File: config.mk
export PLATFORM = sky130hd
export DESIGN_NAME = psg_tone_noise_generator
export DESIGN_NICKNAME = d
export VERILOG_FILES = /design/src/rtl/psg_pkg.sv /design/src/rtl/psg_ram.sv /design/src/rtl/psg_tone_noise_generator.sv
export SDC_FILE = /design/constraint.sdc
export NUM_CORES = 1
export LEC_CHECK = 0
export BUFFER_PORTS_ARGS = -buffer_cell sky130_fd_sc_hd__buf_2
export CAP_MARGIN = 20
export CORE_MARGIN = 2
export CORE_UTILIZATION = 31
export DETAILED_ROUTE_END_ITERATION = 8
export PLACE_DENSITY = 0.49
export SYNTH_ARGS = -nofsm -noshare
export SYNTH_HDL_FRONTEND = slang
export SYNTH_SLANG_ARGS = --single-unit
export TNS_END_PERCENT = 30
File: constraint.sdc
create_clock -name clk -period 11.7 [get_ports clk]
set_clock_uncertainty 0.15 [all_clocks]
set_input_delay 0.585 -clock clk [delete_from_list [all_inputs] [get_ports clk]]
set_output_delay 0.585 -clock clk [all_outputs]
set_load 0.01 [all_outputs]
File: src/rtl/psg_pkg.sv
// ----------------------------------------------------------------------------
// psg_pkg
// Types and constants shared by the sound generator core, its output checker and testbench.
// ----------------------------------------------------------------------------
package psg_pkg;

    // Operation codes carried on the input channel.
    localparam logic [1:0] OP_TICK  = 2'd0;
    localparam logic [1:0] OP_WRITE = 2'd1;
    localparam logic [1:0] OP_PAN   = 2'd2;

    // Noise reload selection taken from the low two mode bits.
    localparam logic [1:0] NSEL_16   = 2'd0;
    localparam logic [1:0] NSEL_32   = 2'd1;
    localparam logic [1:0] NSEL_64   = 2'd2;
    localparam logic [1:0] NSEL_TONE = 2'd3;

    // Register select codes in the latched register field (channel, attenuation flag).
    localparam logic [1:0] CH_NOISE = 2'd3;

    localparam int unsigned TONES = 3;

    localparam logic [9:0]  NOISE_RELOAD_16 = 10'h010;
    localparam logic [9:0]  NOISE_RELOAD_32 = 10'h020;
    localparam logic [9:0]  NOISE_RELOAD_64 = 10'h040;
    localparam logic [15:0] LFSR_SEED       = 16'h8000;
    localparam logic [3:0]  ATTEN_SILENT    = 4'hF;
    localparam logic [7:0]  PAN_ALL_ON      = 8'hFF;
    localparam logic [2:0]  WHITE_MODE_BIT  = 3'h4;

    // Complete generator state, held as one word of the state RAM.
    typedef struct packed {
        logic [2:0]             latched;
        logic [TONES-1:0][9:0]  tone_reload;
        logic [TONES-1:0][9:0]  tone_count;
        logic [TONES-1:0]       tone_square;
        logic [TONES-1:0][3:0]  tone_atten;
        logic [9:0]             noise_count;
        logic [2:0]             noise_mode;
        logic [15:0]            noise_shifter;
        logic                   noise_phase;
        logic                   noise_bit;
        logic [3:0]             noise_atten;
        logic [7:0]             panning;
    } psg_state_t;

    localparam psg_state_t PSG_RESET_STATE = '{
        latched:       3'd0,
        tone_reload:   '0,
        tone_count:    '0,
        tone_square:   '0,
        tone_atten:    {TONES{ATTEN_SILENT}},
        noise_count:   10'd0,
        noise_mode:    3'd0,
        noise_shifter: LFSR_SEED,
        noise_phase:   1'b0,
        noise_bit:     1'b0,
        noise_atten:   ATTEN_SILENT,
        panning:       PAN_ALL_ON
    };

endpackage

File: src/rtl/psg_ram.sv
// ----------------------------------------------------------------------------
// psg_ram
// Generic simple dual-port RAM with one write port and a registered read port.
// ----------------------------------------------------------------------------
module psg_ram #(
    parameter int unsigned WIDTH = 8,
    parameter int unsigned DEPTH = 4,
    parameter int unsigned AW    = (DEPTH > 1) ? $clog2(DEPTH) : 1
) (
    input  logic             clk,
    input  logic             we,
    input  logic [AW-1:0]    waddr,
    input  logic [WIDTH-1:0] wdata,
    input  logic             re,
    input  logic [AW-1:0]    raddr,
    output logic [WIDTH-1:0] rdata
);

    logic [WIDTH-1:0] mem [DEPTH];
    logic [WIDTH-1:0] rdata_reg;

    // Write port.
    always_ff @(posedge clk)
    begin
        if (we)
        begin
            mem[waddr] <= wdata;
        end
    end

    // Registered read port; a read that meets a write returns the old word.
    always_ff @(posedge clk)
    begin
        if (re)
        begin
            rdata_reg <= mem[raddr];
        end
    end

    assign rdata = rdata_reg;

endmodule

File: src/rtl/psg_tone_noise_generator.sv
// ----------------------------------------------------------------------------
// psg_tone_noise_generator
// Pipeline: state RAM read, compute stage, then the output register.
// Throughput: one item per cycle while the output is not stalled; the
// read-modify-write of the state word forwards the last written state, so
// items may arrive back to back.
// Reset: all state reads as its reset value until the first item is written
// back; no clearing pass is needed and the block is ready right after reset.
// ----------------------------------------------------------------------------
module psg_tone_noise_generator (
    input  logic       clk,
    input  logic       rst_n,
    input  logic       in_valid,
    output logic       in_stall,
    input  logic [1:0] operation,
    input  logic [7:0] data_byte,
    output logic       out_valid,
    input  logic       out_stall,
    output logic [2:0] tone_levels,
    output logic       noise_level,
    output logic [3:0] tone0_atten,
    output logic [3:0] tone1_atten,
    output logic [3:0] tone2_atten,
    output logic [3:0] noise_atten,
    output logic [7:0] pan_enables
);
    import psg_pkg::*;

    localparam int unsigned STATE_W = $bits(psg_state_t);

    logic             in_accept;
    logic             out_load;
    logic             commit;
    logic             s1_valid_reg;
    logic [1:0]       s1_op_reg;
    logic [7:0]       s1_data_reg;
    logic             fwd_sel_reg;
    logic             read_ok_reg;
    logic             mem_written_reg;
    psg_state_t       fwd_reg;
    logic [STATE_W-1:0] ram_rdata;
    psg_state_t       cur_state;
    psg_state_t       state_next;
    logic             out_valid_reg;
    psg_state_t       out_reg;

    // Pipeline handshake: the compute stage moves on whenever the output
    // register is empty or its result is being taken.
    assign out_load  = !out_valid_reg || !out_stall;
    assign commit    = s1_valid_reg && out_load;
    assign in_stall  = s1_valid_reg && !out_load;
    assign in_accept = in_valid && !in_stall;

    // State RAM holding the single generator state word.
    psg_ram #(
        .WIDTH (STATE_W),
        .DEPTH (1)
    ) u_state_ram (
        .clk   (clk),
        .we    (commit),
        .waddr (1'b0),
        .wdata (state_next),
        .re    (in_accept),
        .raddr (1'b0),
        .rdata (ram_rdata)
    );

    // Compute stage control.
    always_ff @(posedge clk or negedge rst_n)
    begin
        if (!rst_n)
        begin
            s1_valid_reg    <= 1'b0;
            fwd_sel_reg     <= 1'b0;
            read_ok_reg     <= 1'b0;
            mem_written_reg <= 1'b0;
        end
        else
        begin
            if (in_accept)
            begin
                s1_valid_reg <= 1'b1;
                fwd_sel_reg  <= commit;
                read_ok_reg  <= mem_written_reg;
            end
            else if (commit)
            begin
                s1_valid_reg <= 1'b0;
            end
            if (commit)
            begin
                mem_written_reg <= 1'b1;
            end
        end
    end

    // Compute stage payload and the forwarded copy of the last written state.
    always_ff @(posedge clk)
    begin
        if (in_accept)
        begin
            s1_op_reg   <= operation;
            s1_data_reg <= data_byte;
        end
        if (commit)
        begin
            fwd_reg <= state_next;
        end
    end

    // Source state: a write-back in the same cycle as the read wins over the
    // RAM word, and a never-written RAM reads as the reset state.
    always_comb
    begin
        if (fwd_sel_reg)
        begin
            cur_state = fwd_reg;
        end
        else if (read_ok_reg)
        begin
            cur_state = psg_state_t'(ram_rdata);
        end
        else
        begin
            cur_state = PSG_RESET_STATE;
        end
    end

    // Next state for the item in the compute stage.
    always_comb
    begin
        logic [9:0]  dec;
        logic        expire;
        logic        fb;
        logic [2:0]  lat;
        logic [1:0]  ch;

        state_next = cur_state;
        dec        = '0;
        expire     = 1'b0;
        fb         = 1'b0;
        lat        = cur_state.latched;
        ch         = lat[2:1];

        case (s1_op_reg)
            OP_TICK:
            begin
                // Tone timers: expire at zero or when the decrement reaches zero.
                for (int i = 0; i < TONES; i++)
                begin
                    dec    = cur_state.tone_count[i] - 10'd1;
                    expire = (cur_state.tone_count[i] == 10'd0) || (dec == 10'd0);
                    if (expire)
                    begin
                        state_next.tone_square[i] = !cur_state.tone_square[i];
                        state_next.tone_count[i]  = cur_state.tone_reload[i];
                    end
                    else
                    begin
                        state_next.tone_count[i] = dec;
                    end
                end

                // Noise timer and the shift register on every second expiry.
                dec    = cur_state.noise_count - 10'd1;
                expire = (cur_state.noise_count == 10'd0) || (dec == 10'd0);
                if (expire)
                begin
                    state_next.noise_phase = !cur_state.noise_phase;
                    case (cur_state.noise_mode[1:0])
                        NSEL_16:   state_next.noise_count = NOISE_RELOAD_16;
                        NSEL_32:   state_next.noise_count = NOISE_RELOAD_32;
                        NSEL_64:   state_next.noise_count = NOISE_RELOAD_64;
                        NSEL_TONE: state_next.noise_count = cur_state.tone_reload[TONES-1];
                        default:   state_next.noise_count = NOISE_RELOAD_16;
                    endcase
                    if (!cur_state.noise_phase)
                    begin
                        fb = cur_state.noise_shifter[0]
                           ^ (|(cur_state.noise_mode & WHITE_MODE_BIT)
                              & cur_state.noise_shifter[3]);
                        state_next.noise_shifter = {fb, cur_state.noise_shifter[15:1]};
                        state_next.noise_bit     = cur_state.noise_shifter[1];
                    end
                end
                else
                begin
                    state_next.noise_count = dec;
                end
            end

            OP_WRITE:
            begin
                // A byte with the top bit set latches a new register select.
                if (s1_data_reg[7])
                begin
                    lat = s1_data_reg[6:4];
                end
                ch = lat[2:1];
                state_next.latched = lat;
                if (ch != CH_NOISE)
                begin
                    if (lat[0])
                    begin
                        state_next.tone_atten[ch] = s1_data_reg[3:0];
                    end
                    else if (s1_data_reg[7])
                    begin
                        state_next.tone_reload[ch][3:0] = s1_data_reg[3:0];
                    end
                    else
                    begin
                        state_next.tone_reload[ch][9:4] = s1_data_reg[5:0];
                    end
                end
                else if (lat[0])
                begin
                    state_next.noise_atten = s1_data_reg[3:0];
                end
                else
                begin
                    state_next.noise_mode    = s1_data_reg[2:0];
                    state_next.noise_shifter = LFSR_SEED;
                end
            end

            OP_PAN:
            begin
                state_next.panning = s1_data_reg;
            end

            default:
            begin
                state_next = cur_state;
            end
        endcase
    end

    // Output register.
    always_ff @(posedge clk or negedge rst_n)
    begin
        if (!rst_n)
        begin
            out_valid_reg <= 1'b0;
        end
        else if (out_load)
        begin
            out_valid_reg <= s1_valid_reg;
        end
    end

    always_ff @(posedge clk)
    begin
        if (commit)
        begin
            out_reg <= state_next;
        end
    end

    assign out_valid   = out_valid_reg;
    assign tone_levels = out_reg.tone_square;
    assign noise_level = out_reg.noise_bit;
    assign tone0_atten = out_reg.tone_atten[0];
    assign tone1_atten = out_reg.tone_atten[1];
    assign tone2_atten = out_reg.tone_atten[2];
    assign noise_atten = out_reg.noise_atten;
    assign pan_enables = out_reg.panning;

    // Every write-back produces a result in the next cycle.
    a_commit_gives_result: assert property (
        @(posedge clk) disable iff (!rst_n)
        commit |=> out_valid
    ) else $error("write-back did not produce a result");

    // An item waiting in the compute stage is not dropped.
    a_stage_holds: assert property (
        @(posedge clk) disable iff (!rst_n)
        (s1_valid_reg && !out_load) |=> s1_valid_reg
    ) else $error("stalled item left the compute stage");

    // Forwarding is only selected for an item that is in the compute stage.
    a_fwd_with_item: assert property (
        @(posedge clk) disable iff (!rst_n)
        fwd_sel_reg && !s1_valid_reg |-> !$past(in_accept)
    ) else $error("forward select set without an item");

    // A stalled result is still presented in the next cycle.
    a_result_kept: assert property (
        @(posedge clk) disable iff (!rst_n)
        (out_valid && out_stall) |=> out_valid
    ) else $error("stalled result was lost");

endmodule

==> results.yml <==
timing:
  rsz0062_at_grt: "false"
  fin_crit_sh_pct: 40.4
  slew_violations: 0
  fin_setup_tns_ns: 0
  setup_viol: 0
  hold_viol: 0
  period_minus_slack_ns: 4.72
  tightest_slew_ns: 0.962
  slew-limit-headroom_pct: 35.9
  fmax_mhz: 212
power_and_ir_drop:
  ir_drop_uv: 112
  power_density_nw_per_um2: 185
  p_leak_nw: 4.67
routing:
  routed-via-count: 8291
  wl_um: 30500
  route.detailed.drc: 0
  drtIter0Drc: 699
  vias_per_cell: 5.31
  antenna_left: 0
  firstDrtPassIters: 5
  wl_per_cell_um: 19.6
global_routing:
  grt_overflow: 0
  grt_pass1_wl_um: 47800
  grt_start_max_net_pins: 71
  grt_pass1_vias: 8132
  antenna_found_initial: 0
  grt_use_total_pct: 14.4
critical_path:
  reg2regPathDepth: 14
  cp-end-kind: "flip-flop"
  r2r_end: "fwd_reg[65]"
  startpoint_type: "flip-flop"
  path_max_fanout: 41
  path_class: "reg2reg"
  required_ns: 11.83
  reg2reg_slack_ns: 6.98
  rr_startpoint: "read_ok_reg"
  arrival_ns: 4.85
yosys:
  yosysTopAreaCell: "edfxtp_1"
  synth_area_per_cell_um2: 12.3
  ys_seq_area_share_pct: 61.5
  yosys-top-cells-count: "252 x edfxtp_1, 90 x nor2_1, 69 x a22oi_1, 62 x o21ai_0, 58 x a21oi_1"
  synth_top_area_share_pct: 60.5
  synth.net_count: 1042
  synth_edf_count: 252
  synth_seq_cells: 257
  synth.area.top_cells: "edfxtp_1 60%, a22oi_1 4.1%, nor2_1 2.7%"
  synth.distinct_cells: 83
  synth_flop_cell: "edfxtp_1"
  netlist_area_um2: 12500
  synthCells: 1017
  async_reset_ff_share_pct: 1.95
  yosysWarnings: 0
  yosysMostFrequentCell: "edfxtp_1"
status:
  outcome: "completed"
hold_path:
  worst_hold_path_type: "in2reg"
  hold_path_end: "s1_data_reg[4]"
  min_path_cells: 1
  min_from: "data_byte[4]"
cts:
  cts_buffers: 28
  cts.path.max_buffers: 3
  cts_resized: 0
  cts_sinks: 257
  h-tree-depth: 1
  cts_tree: "built"
  clk_pin_slew_worst_paths_ns: 0.06
  clock-root-buffer: "clkbuf_16"
  clkLatencyLatePin_ns: 0.55
cells_and_area:
  largest_reg_flops: 121
  drive_gt1_share_pct: 13.8
  stdcell_area_um2: 13900
  nNetsFinal: 1039
  n_antenna_cell: 0
  area_growth_pct: 10.9
placed_design:
  placed_area_um2: 13000
  post-dp-hpwl_um: 18600
  gp_congestion: 0.804
  portBuffers: 43
job:
  cap_violations: 0
floorplanning:
  pin_count: 44
  die-area_um2: 42000
  dieWidth_um: 205
  die_h_um: 205
  coreArea_um2: 39800
  rows: 73
  start_util_pct: 31.4
kinds of logic after synthesis:
logic type                 count (synthesis)  share of synthesized area, %
adders and majority gates                 11                          1.10
AOI/OAI and AO/OA                        351                          19.4
and+or+nand+nor                          252                          10.3
DFF                                      257                          61.5
buffers and inverters                    110                          4.97
muxes                                     21                          1.78
xor gates and xnor gates                  15                          1.05
worst max-delay path, cell delays in order (launching register included):
cell and delay [ns]:
dfrtp_1 0.32, buf_4 0.25, nor2b_4 0.64, buf_4 0.57
buf_4 0.49, a22o_1 0.28, inv_1 0.08, ha_1 0.29
o211ai_1 0.15, or2_2 0.19, xor2_1 0.14, o22ai_1 0.12
and4_4 0.21, nor2_2 0.35, o311ai_1 0.17
repair_timing:
action	in CTS	in global routing
buffers inserted	0	0
hold buffers	1	0
endpoints found under the hold margin	5	0
per-layer routing:
layer  routed length, um  track usage (%)  vias to the layer above
met4                 484             3.34                        0
met2               14400             23.9                      183
met5                   0                0                        -
li1                    -                -                     3954
met3                1510             2.00                       30
met1               14200             20.0                     4124
placed cells by master (no fill, tap or decap), types with 10 or more instances in the layout:
master / n
inv_1: 16
nand2b_1: 16
buf_4: 13
a22oi_1: 69
nor2_1: 89
a22o_1: 27
edfxtp_1: 252
clkinv_2: 10
nand3_1: 28
a21oi_1: 58
clkbuf_16: 29
nand2_1: 41
o21ai_0: 62
ha_1: 11
mux2i_1: 11
nor3_1: 19
xnor2_1: 10
buf_2: 43
o22ai_1: 30
o21ai_1: 19
worst max-delay path by stage:
stage	startpoint	endpoint	slack (ns)
2_1_floorplan	out_stall	s1_data_reg[0]	7.74
3_3_place_gp	read_ok_reg	fwd_reg[58]	7.05
3_5_place_dp	read_ok_reg	fwd_reg[65]	7.00
4_1_cts	read_ok_reg	fwd_reg[65]	6.98
5_1_grt	read_ok_reg	fwd_reg[58]	6.63
6_report	read_ok_reg	fwd_reg[65]	6.98
per-stage QoR:
step	instances	hold slack [ns]	power, W	utilization, %	setup WS [ns]
after detailed placement	1508	0.255	0.00171	32.5	7.00
after global placement	1508	0.254	0.00170	32.5	7.05
final	1561	0.0569	0.00257	34.9	6.98
after global routing	1561	0.0416	0.00269	34.9	6.63
after CTS	1561	0.0274	0.00260	34.9	6.98
after floorplan	1017	0.139	0.00159	-	7.74
power breakdown:
group,internal (W),leakage (nW),total (W),switching [W]
combinational,0.000160,1.73,0.000457,0.000297
sequential,0.00117,2.48,0.00123,0.0000646
clock,0.000523,0.458,0.000881,0.000359
total,0.00185,4.67,0.00257,0.000721
layout make-up:
type                            count  area (um^2)
Clock inverter                     17          155
Tap cell                          525          657
Clock buffer                       35          758
Fill cell                        4007        25900
Multi-Input combinational cell    650         4210
Timing Repair Buffer               57          323
Inverter                           20         82.6
Sequential cell                   257         7700
(Power assumes the default switching activity.)
